File: config.mk
export PLATFORM = sky130hd
export DESIGN_NAME = lbp_window
export DESIGN_NICKNAME = d
export VERILOG_FILES = /design/src/hdl/lbp_pkg.sv /design/src/hdl/lbp_window.sv
export SDC_FILE = /design/constraint.sdc
export NUM_CORES = 1
export LEC_CHECK = 0
export ABC_AREA = 1
export ABC_CLOCK_PERIOD_IN_PS = 3600
export BUFFER_PORTS_ARGS = -buffer_cell sky130_fd_sc_hd__buf_4
export CORE_ASPECT_RATIO = 1.25
export CORE_UTILIZATION = 40
export CTS_CLUSTER_DIAMETER = 80
export DETAILED_ROUTE_END_ITERATION = 10
export GPL_ROUTABILITY_DRIVEN = 0
export SLEW_MARGIN = 10
export SYNTH_ARGS = -nofsm -noshare
export SYNTH_HDL_FRONTEND = slang
export SYNTH_SLANG_ARGS = --single-unit
File: constraint.sdc
create_clock -name clk -period 3.6 [get_ports clk]
set_input_delay 0.72 -clock clk [delete_from_list [all_inputs] [get_ports clk]]
set_output_delay 0.72 -clock clk [all_outputs]
set_load 0.02 [all_outputs]
File: src/hdl/lbp_pkg.sv
// shared types and constants for the lbp feature stream
// no dependencies
package lbp_pkg;

	localparam int CFG_INDEX_W  = 1;
	localparam int CFG_DATA_W   = 13;
	localparam int WIDTH_REG_W  = 11;
	localparam int HEIGHT_REG_W = 13;
	localparam int ROW_W        = 12;
	localparam int CODE_W       = 8;

	localparam logic [CFG_INDEX_W-1:0] REG_IMAGE_WIDTH  = 1'b0;
	localparam logic [CFG_INDEX_W-1:0] REG_IMAGE_HEIGHT = 1'b1;

	localparam logic [WIDTH_REG_W-1:0]  WIDTH_RESET  = 11'd640;
	localparam logic [HEIGHT_REG_W-1:0] HEIGHT_RESET = 13'd480;
	localparam logic [HEIGHT_REG_W-1:0] MIN_SIZE_H   = 13'd3;
	localparam logic [HEIGHT_REG_W-1:0] ROW_LIMIT    = 13'd4096;

	// window control from the top level to the window unit
	typedef struct packed {
		logic shift;
		logic emit;
		logic last;
	} lbp_ctl_t;

endpackage

File: src/hdl/lbp_window.sv
// 3x3 window registers and the eight neighbour compares
// depends on lbp_pkg for the control struct and code width
module lbp_window #(
	parameter int PIXEL_BITS = 16
) (
	input  logic                       clk,
	input  logic                       arst_n,
	input  lbp_pkg::lbp_ctl_t          ctl,
	input  logic [PIXEL_BITS-1:0]      col_top,
	input  logic [PIXEL_BITS-1:0]      col_mid,
	input  logic [PIXEL_BITS-1:0]      col_bot,
	output logic [lbp_pkg::CODE_W-1:0] code
);

	// win_q[row][col], col 0 is the oldest column
	logic [PIXEL_BITS-1:0] win_q [3][3];
	logic [PIXEL_BITS-1:0] ctr;

	always_ff @(posedge clk or negedge arst_n) begin
		if (!arst_n) begin
			for (int r = 0; r < 3; r++) begin
				for (int c = 0; c < 3; c++) begin
					win_q[r][c] <= '0;
				end
			end
		end else if (ctl.shift) begin
			for (int r = 0; r < 3; r++) begin
				win_q[r][0] <= win_q[r][1];
				win_q[r][1] <= win_q[r][2];
			end
			win_q[0][2] <= col_top;
			win_q[1][2] <= col_mid;
			win_q[2][2] <= col_bot;
		end
	end

	// code of the window as it stands after this shift
	assign ctr = win_q[1][2];
	always_comb begin
		code[7] = win_q[0][1] > ctr;
		code[6] = win_q[0][2] > ctr;
		code[5] = col_top > ctr;
		code[4] = col_mid > ctr;
		code[3] = col_bot > ctr;
		code[2] = win_q[2][2] > ctr;
		code[1] = win_q[2][1] > ctr;
		code[0] = win_q[1][1] > ctr;
	end

endmodule

After elaboration in Yosys (flattened, before gate mapping)
Cells that the tools add are included.
{ "word_totals": {"in_bits": 53, "word_cells": 14, "output_inout_bits": 8, "reg_bits": 96} }
{ "op_classes": {"n_lt_le_gt_ge": 8} }
{ "ops": {"columns": ["cell", "n"], "rows": [
  ["16-bit > comparator", 8]
]} }

Longest topological paths before layout
Gate-level depths: netlist of run 1.
{ "depth": {"ltp_word": 1, "depth_mapped": 11, "mapped_depth_nobuf": 11} }

Worst setup path after synthesis of run 1
No wires, ideal clock.
{ "synth_timing": {"path_type": "input-to-output", "startpoint": "input col_mid[15]", "endpoint": "output code[4] (netlist name)", "slack_ns": 1.202, "n_path_buf": 0, "cell_stages": 7, "required_ns": 2.880, "t_arrival_ns": 1.678, "cell_sequence": "ha_1 nand2_1 nor2_1 nand2_1 inv_1 nand2_1 a21oi_1"} }
{ "synth_between": {"elab_chain_len": 1} }
{ "synth_lines": {"columns": ["element", "line_no", "text"], "rows": [
  ["start, declared", "lbp_window.sv:10", "input logic [PIXEL_BITS-1:0] col_mid,"],
  ["16-bit > comparator", "lbp_window.sv:43", "code[4] = col_mid > ctr;"],
  ["end, declared", "lbp_window.sv:12", "output logic [lbp_pkg::CODE_W-1:0] code"]
]} }
Every way passes these cells.

Final worst setup path of run 1
{ "layout_timing": {"startpoint": "register win_q (netlist bit ctr[11])", "endpoint": "output code[4] (netlist name)"} }
{ "layout_between": {"elab_chain_len": 1} }
{ "layout_lines": {"columns": ["element", "line_no", "text"], "rows": [
  ["start, declared", "lbp_window.sv:16", "logic [PIXEL_BITS-1:0] win_q [3][3];"],
  ["start signal, assigned by index", "lbp_window.sv:28", "win_q[r][0] <= win_q[r][1];"],
  ["start signal, assigned by index", "lbp_window.sv:29", "win_q[r][1] <= win_q[r][2];"],
  ["16-bit > comparator", "lbp_window.sv:43", null]
]} }
Every way passes these cells.

==> flow_metrics.tcl, run 1 <==
set metrics [dict create \
    numClockSinks 96 \
    wirelength_um 13810 \
    timing.hold.ws_ns 0.3939 \
    drive_above_1_share_pct 8.997 \
    worst_pin_slew_ns 0.6658 \
    area_delta_synth_final_pct 14.50 \
    crit_type "reg -> out" \
    end_kind "primary output" \
    critPathMostFrequentCell "a21oi_1" \
    finClkSkew_ns 0.01064 \
    layout_min_cycle_time_ns 2.847 \
    layout_commonest_cell "nand2_1" \
    final_cell_mix "194 x nand2_1, 128 x ha_1, 102 x a21oi_1" \
    internal-power_w 0.002164 \
    p_sw_w 0.001004 \
    cts_setup_buffers 0 \
    die_width_um 116.1 \
    initial_core_util_pct 41.33 \
    met3WireLength_um 341 \
    cts_tree "built" \
    num_vias 5083 \
    finalCritPeriodShare_pct 79.07 \
    hp-class "in -> async" \
    cts.reportedPaths.clkPinSlew_ns 0.07 \
    p_leak_nw 3.914 \
    via_per_inst 4.711 \
    p_per_area_nw_per_um2 424.8 \
    netlist_area_sq_um 6514 \
    cp_slowest_stage_delay_ns 0.36 \
    worstPathRequired_ns 2.88 \
    insertion_delay_ns 0.35 \
    slew_headroom_pct 55.61 \
    ant_nets 0 \
    tns_ns 0 \
    cp_num_buf_inv 2 \
    cpLargestDelayFamily "compound AO/OA/AOI/OAI gates" \
    grt_max_degree 100 \
    syn_nets 991 \
    cts_max_level 3 \
    drc_errors 0 \
    pin_count 61 \
    hold_buffers 0 \
    outcome "completed" \
    root_buffer "clkbuf_16" \
    maxSlewViolCount 0 \
    cts_resized 0 \
    grt_pass1_vias 4811 \
    wl_met2_um 6408 \
    rsz0062_at_grt "no" \
    grt_pass1_wl_um 23160 \
    die_height_um 144.7 \
    wl_met1_um 6855 \
    dr.pass1.iters 4 \
    clock.fmax_mhz 351.3 \
    core_area_sq_um 15760 \
    final_nets 1043 \
    final_util_pct 47.32 \
    dp_hpwl_um 10310 \
    core.rowCount 51 \
    drt-initial-drc-count 184 \
    ys_warn_count 0 \
    p_sw_share_pct 31.69 \
    cp.arrival_ns 2.13 \
    crit_fanout 10 \
    highest_layer "met4" \
    worst_slack_ns 0.7535 \
    cp_slowest_cell "dfrtp_1" \
    synth-seq-area-share_pct 36.88 \
    avgSynthCellArea_sq_um 8.042 \
    diodes 0 \
    setup_violations 0 \
    cp_cell_sequence "inv_1, ha_1, a21oi_1, nand2_1, a21oi_1, a21oi_1, buf_4" \
    yosys_register_bits 96 \
    ir_drop_uv 237.8 \
    numCtsBuffers 9 \
    startpoint_type "register" \
    antenna_found_initial 0 \
    clkPwrFrac_pct 33.7 \
    cap_violations 0 \
    routedWlPerCell_um 12.80 \
    place_ws_ns 0.9414 \
    io_buffer_count 58 \
    grt-ovfl-total 0 \
    synth_cell_type_count 14 \
    synth_cells 810 \
    combPwrFrac_pct 26.8 \
    finalHoldViolCount 0 \
    clk_path_buf_depth 2 \
    dieArea_sq_um 16800 \
    grt_usage_pct 18.04 \
    p_seq_share_pct 39.5 \
]
## final cells by class
class,count,area (sq um)
Sequential cell,96,2402
Clock buffer,10,239.0
Fill cell,1589,8303
Multi-Input combinational cell,600,3633
Timing Repair Buffer,62,478.0
Clock inverter,6,91.34
Tap cell,212,265.3
Inverter,93,349.1
## routing by layer
metal / vias to the layer above / GRT usage (%)
li1: 2769 / -
met1: 2246 / 24.21
met2: 53 / 29.73
met3: 15 / 2.499
met4: 0 / 6.140
met5: - / 0
## registers in the layout, indices dropped and copies added, names as in the netlist
name	count
win_q	80
ctr	16
## cell usage after synthesis
master	n	area, sq um
nor2_1	94	352.8
a21o_1	8	60.06
nand4_1	8	50.05
nand2_1	194	728.2
nand3_1	8	40.04
o21ai_1	12	60.06
clkbuf_1	1	3.750
inv_1	93	349.1
ha_1	128	1602
buf_2	10	50.05
buf_4	10	75.07
dfrtp_1	96	2402
a21oi_1	102	510.5
o21ai_0	46	230.2
## worst register-to-register path, delay by kind of cell (launching register included)
kind,cells,cell delay [ns]
flops,1,0.36
compound gates,1,0.13
buf+inv,1,0.38
## final timing paths
check | from | to | slack (ns) | depth (start not counted)
max | ctr[11] | code[4] | 0.75 | 7
min reg2reg | win_q[96] | win_q[112] | 0.49 | 2
max reg2reg | ctr[4] | win_q[68] | 2.60 | 2
max in group asynchronous | arst_n | win_q[103] | 2.39 | 2
min in group clk | win_q[96] | win_q[112] | 0.49 | 2
min | arst_n | win_q[4] | 0.39 | 1
## power groups by stage
stage | registers [W] | logic (W) | clock network [W]
5_1_grt | 0.00126 | 0.00101 | 0.00113
3_3_place_gp | 0.00127 | 0.000842 | 0
6_report | 0.00125 | 0.000848 | 0.00107
4_1_cts | 0.00125 | 0.000866 | 0.00109
3_5_place_dp | 0.00127 | 0.000860 | 0
2_1_floorplan | 0.00125 | 0.000604 | 0
## kinds of logic (layout without fill, tap and decap cells)
group,count (synthesis),in the layout,synth area share [%]
buffers and inverters,114,171,7.338
AND/OR/NAND/NOR,304,304,17.98
adder cells (fa/ha/maj),128,128,24.59
flip-flops,96,96,36.88
AO/OA/AOI/OAI,168,168,13.22
## per-stage QoR
stage,instance area [sq um],cells,power (W)
after floorplan,6514,810,0.001858
after global placement,7128,1063,0.002113
after detailed placement,7128,1063,0.002133
after CTS,7458,1079,0.003209
after global routing,7458,1079,0.003408
final,7458,1079,0.003168
Note: power is estimated with default switching activity, not from simulation.
==> run 2: changes to the inputs <==
- ABC_CLOCK_PERIOD_IN_PS: 3600 -> 2500
- clock period: 3.6 -> 2.5 ns (I/O delays scaled with it)
==> run 2 against run 1 <==
Effect of this change:
- the run now ends with negative setup slack left
- wire length rose by 5.9%
- critical path type unchanged
- final area rose by 9.6%
- die area did not move
- clock power rose by 51%
- total power rose by 55%
- register-to-register slack got worse by 1.2 ns
- sequential share of layout area fell by 2.8 points
- critical path depth rose by 5
- combinational power rose by 73%
==> flow_metrics.tcl, run 2 (synthesized netlist as in run 1, its figures left out) <==
set metrics [dict create \
    outcome "complete, but fails checks" \
    violations "negative setup slack" \
    dr.pass1.iters 4 \
    finalHoldViolCount 0 \
    startpoint_type "register" \
    area_delta_synth_final_pct 25.49 \
    cts_tree "built" \
    final_cell_mix "179 x nand2_1, 112 x ha_1, 95 x dfrtp_1" \
    insertion_delay_ns 0.35 \
    dieArea_sq_um 16800 \
    setup.worst_path.start "ctr[3]" \
    num_vias 5304 \
    layout_commonest_cell "nand2_1" \
    layout_min_cycle_time_ns 2.560 \
    drc_errors 0 \
    via_per_inst 4.778 \
    diodes 0 \
    cts.reportedPaths.clkPinSlew_ns 0.06 \
    maxSlewViolCount 0 \
    routedWlPerCell_um 13.17 \
    numClockSinks 96 \
    final_nets 1074 \
    core.rowCount 51 \
    cp_slowest_cell "dfrtp_1" \
    crit_fanout 5 \
    cp.arrival_ns 2.06 \
    p_leak_nw 4.103 \
    place_ws_ns 0.2350 \
    placed_area_sq_um 7263 \
    wirelength_um 14620 \
    cp_num_buf_inv 4 \
    root_buffer "clkbuf_16" \
    largest_reg_flops 80 \
    die_width_um 116.1 \
    power.total_w 0.004904 \
    finClkSkew_ns 0.004526 \
    cp_cell_sequence "buf_6, clkinvlp_4, ha_4, nand2_2, inv_2, nand2_1, nand2_1, nand2_1, nand2_1, nand2_1, a21oi_2, buf_4" \
    drt-initial-drc-count 193 \
    grt_pass1_wl_um 23900 \
    critPathMostFrequentCell "nand2_1" \
    worstPathRequired_ns 2.00 \
    worst_pin_slew_ns 0.5097 \
    largest-register "win_q" \
    grt_usage_pct 18.60 \
    hp-class "in -> async" \
    io_buffer_count 58 \
    die_height_um 144.7 \
    cp_slowest_stage_delay_ns 0.40 \
    worst_slack_ns -0.05999 \
    finalCritPeriodShare_pct 102.4 \
    cts_max_level 3 \
    slew_headroom_pct 66.02 \
    clock.fmax_mhz 390.6 \
    grt_max_degree 47 \
    ant_nets 0 \
    clk_path_buf_depth 2 \
    drive_above_1_share_pct 19.71 \
    end_kind "primary output" \
    rsz0062_at_grt "yes" \
    grt_pass1_vias 5005 \
    initial_core_util_pct 41.33 \
    numCtsBuffers 9 \
    antenna_found_initial 0 \
    reg2reg_from "ctr[3]" \
    crit_type "reg -> out" \
    dp_hpwl_um 10680 \
    setup_violations 6 \
    pin_count 61 \
    cap_violations 0 \
    grt-ovfl-total 0 \
    hold_buffers 0 \
    p_per_area_nw_per_um2 599.9 \
    design_area_sq_um 8174 \
    ir_drop_uv 319.2 \
    core_area_sq_um 15760 \
    cpLargestDelayFamily "buffers and inverters" \
]
-- run 2: final timing paths --
kind,end,slack [ns],cells past startpoint
max in group asynchronous,win_q[28],1.77,2
setup reg to reg,win_q[67],1.41,4
hold reg to reg,win_q[16],0.49,2
setup / recovery,code[2],-0.06,12
min in group clk,win_q[15],0.37,3
hold / removal,win_q[4],0.1,1
-- run 2: power by group --
group / total, W / internal [W] / switching, W
Combinational: 0.00147 / 0.000653 / 0.000817
Sequential: 0.00182 / 0.00171 / 0.000107
Clock: 0.00162 / 0.00101 / 0.000610
-- run 2: per-layer routing --
metal  wire length (um)  vias up  global-route usage (%)  part of all wire [%]
li1                   -     2828                       -                     -
met2               7122       53                   31.64                    49
met3                337       13                   2.499                   2.3
met1               6957     2410                   24.38                    48
met4                204        0                   5.870                   1.4
met5                  0        -                       0                     0
-- run 2: worst register-to-register path, stage by stage (launching register included) --
cell and delay (ns):
dfrtp_1 0.40, buf_6 0.12, clkinvlp_4 0.19, buf_4 0.20, a21oi_1 0.10
-- run 2: layout make-up --
cell class,count,area [sq um]
timing repair buffer,91,817.0
clock buffer,11,242.7
clock inverter,5,103.9
fill,1563,7587
timing repair inverter,2,15.01
inverter,93,364.1
sequential,96,2404
tap,212,265.3
multi-input combinational,600,3963
-- run 2: through the flow --
step	setup TNS, ns	hold slack, ns	instances	util (%)
global placement	0	0.4668	1076	46.08
detailed placement	0	0.4752	1076	46.08
CTS	-0.3609	0.1049	1106	50.10
finish	-0.1494	0.09531	1110	51.86
floorplan	0	0.2044	810	-
global route	-1.071	0.1179	1110	51.86
-- run 2: repair_timing --
action | 4_1_cts | 5_1_grt
pin swaps | 12 | 30
gates resized for setup | 31 | 54
gates cloned | 2 | 0
endpoints found under the setup margin | 8 | 8
buffers inserted | 12 | 4
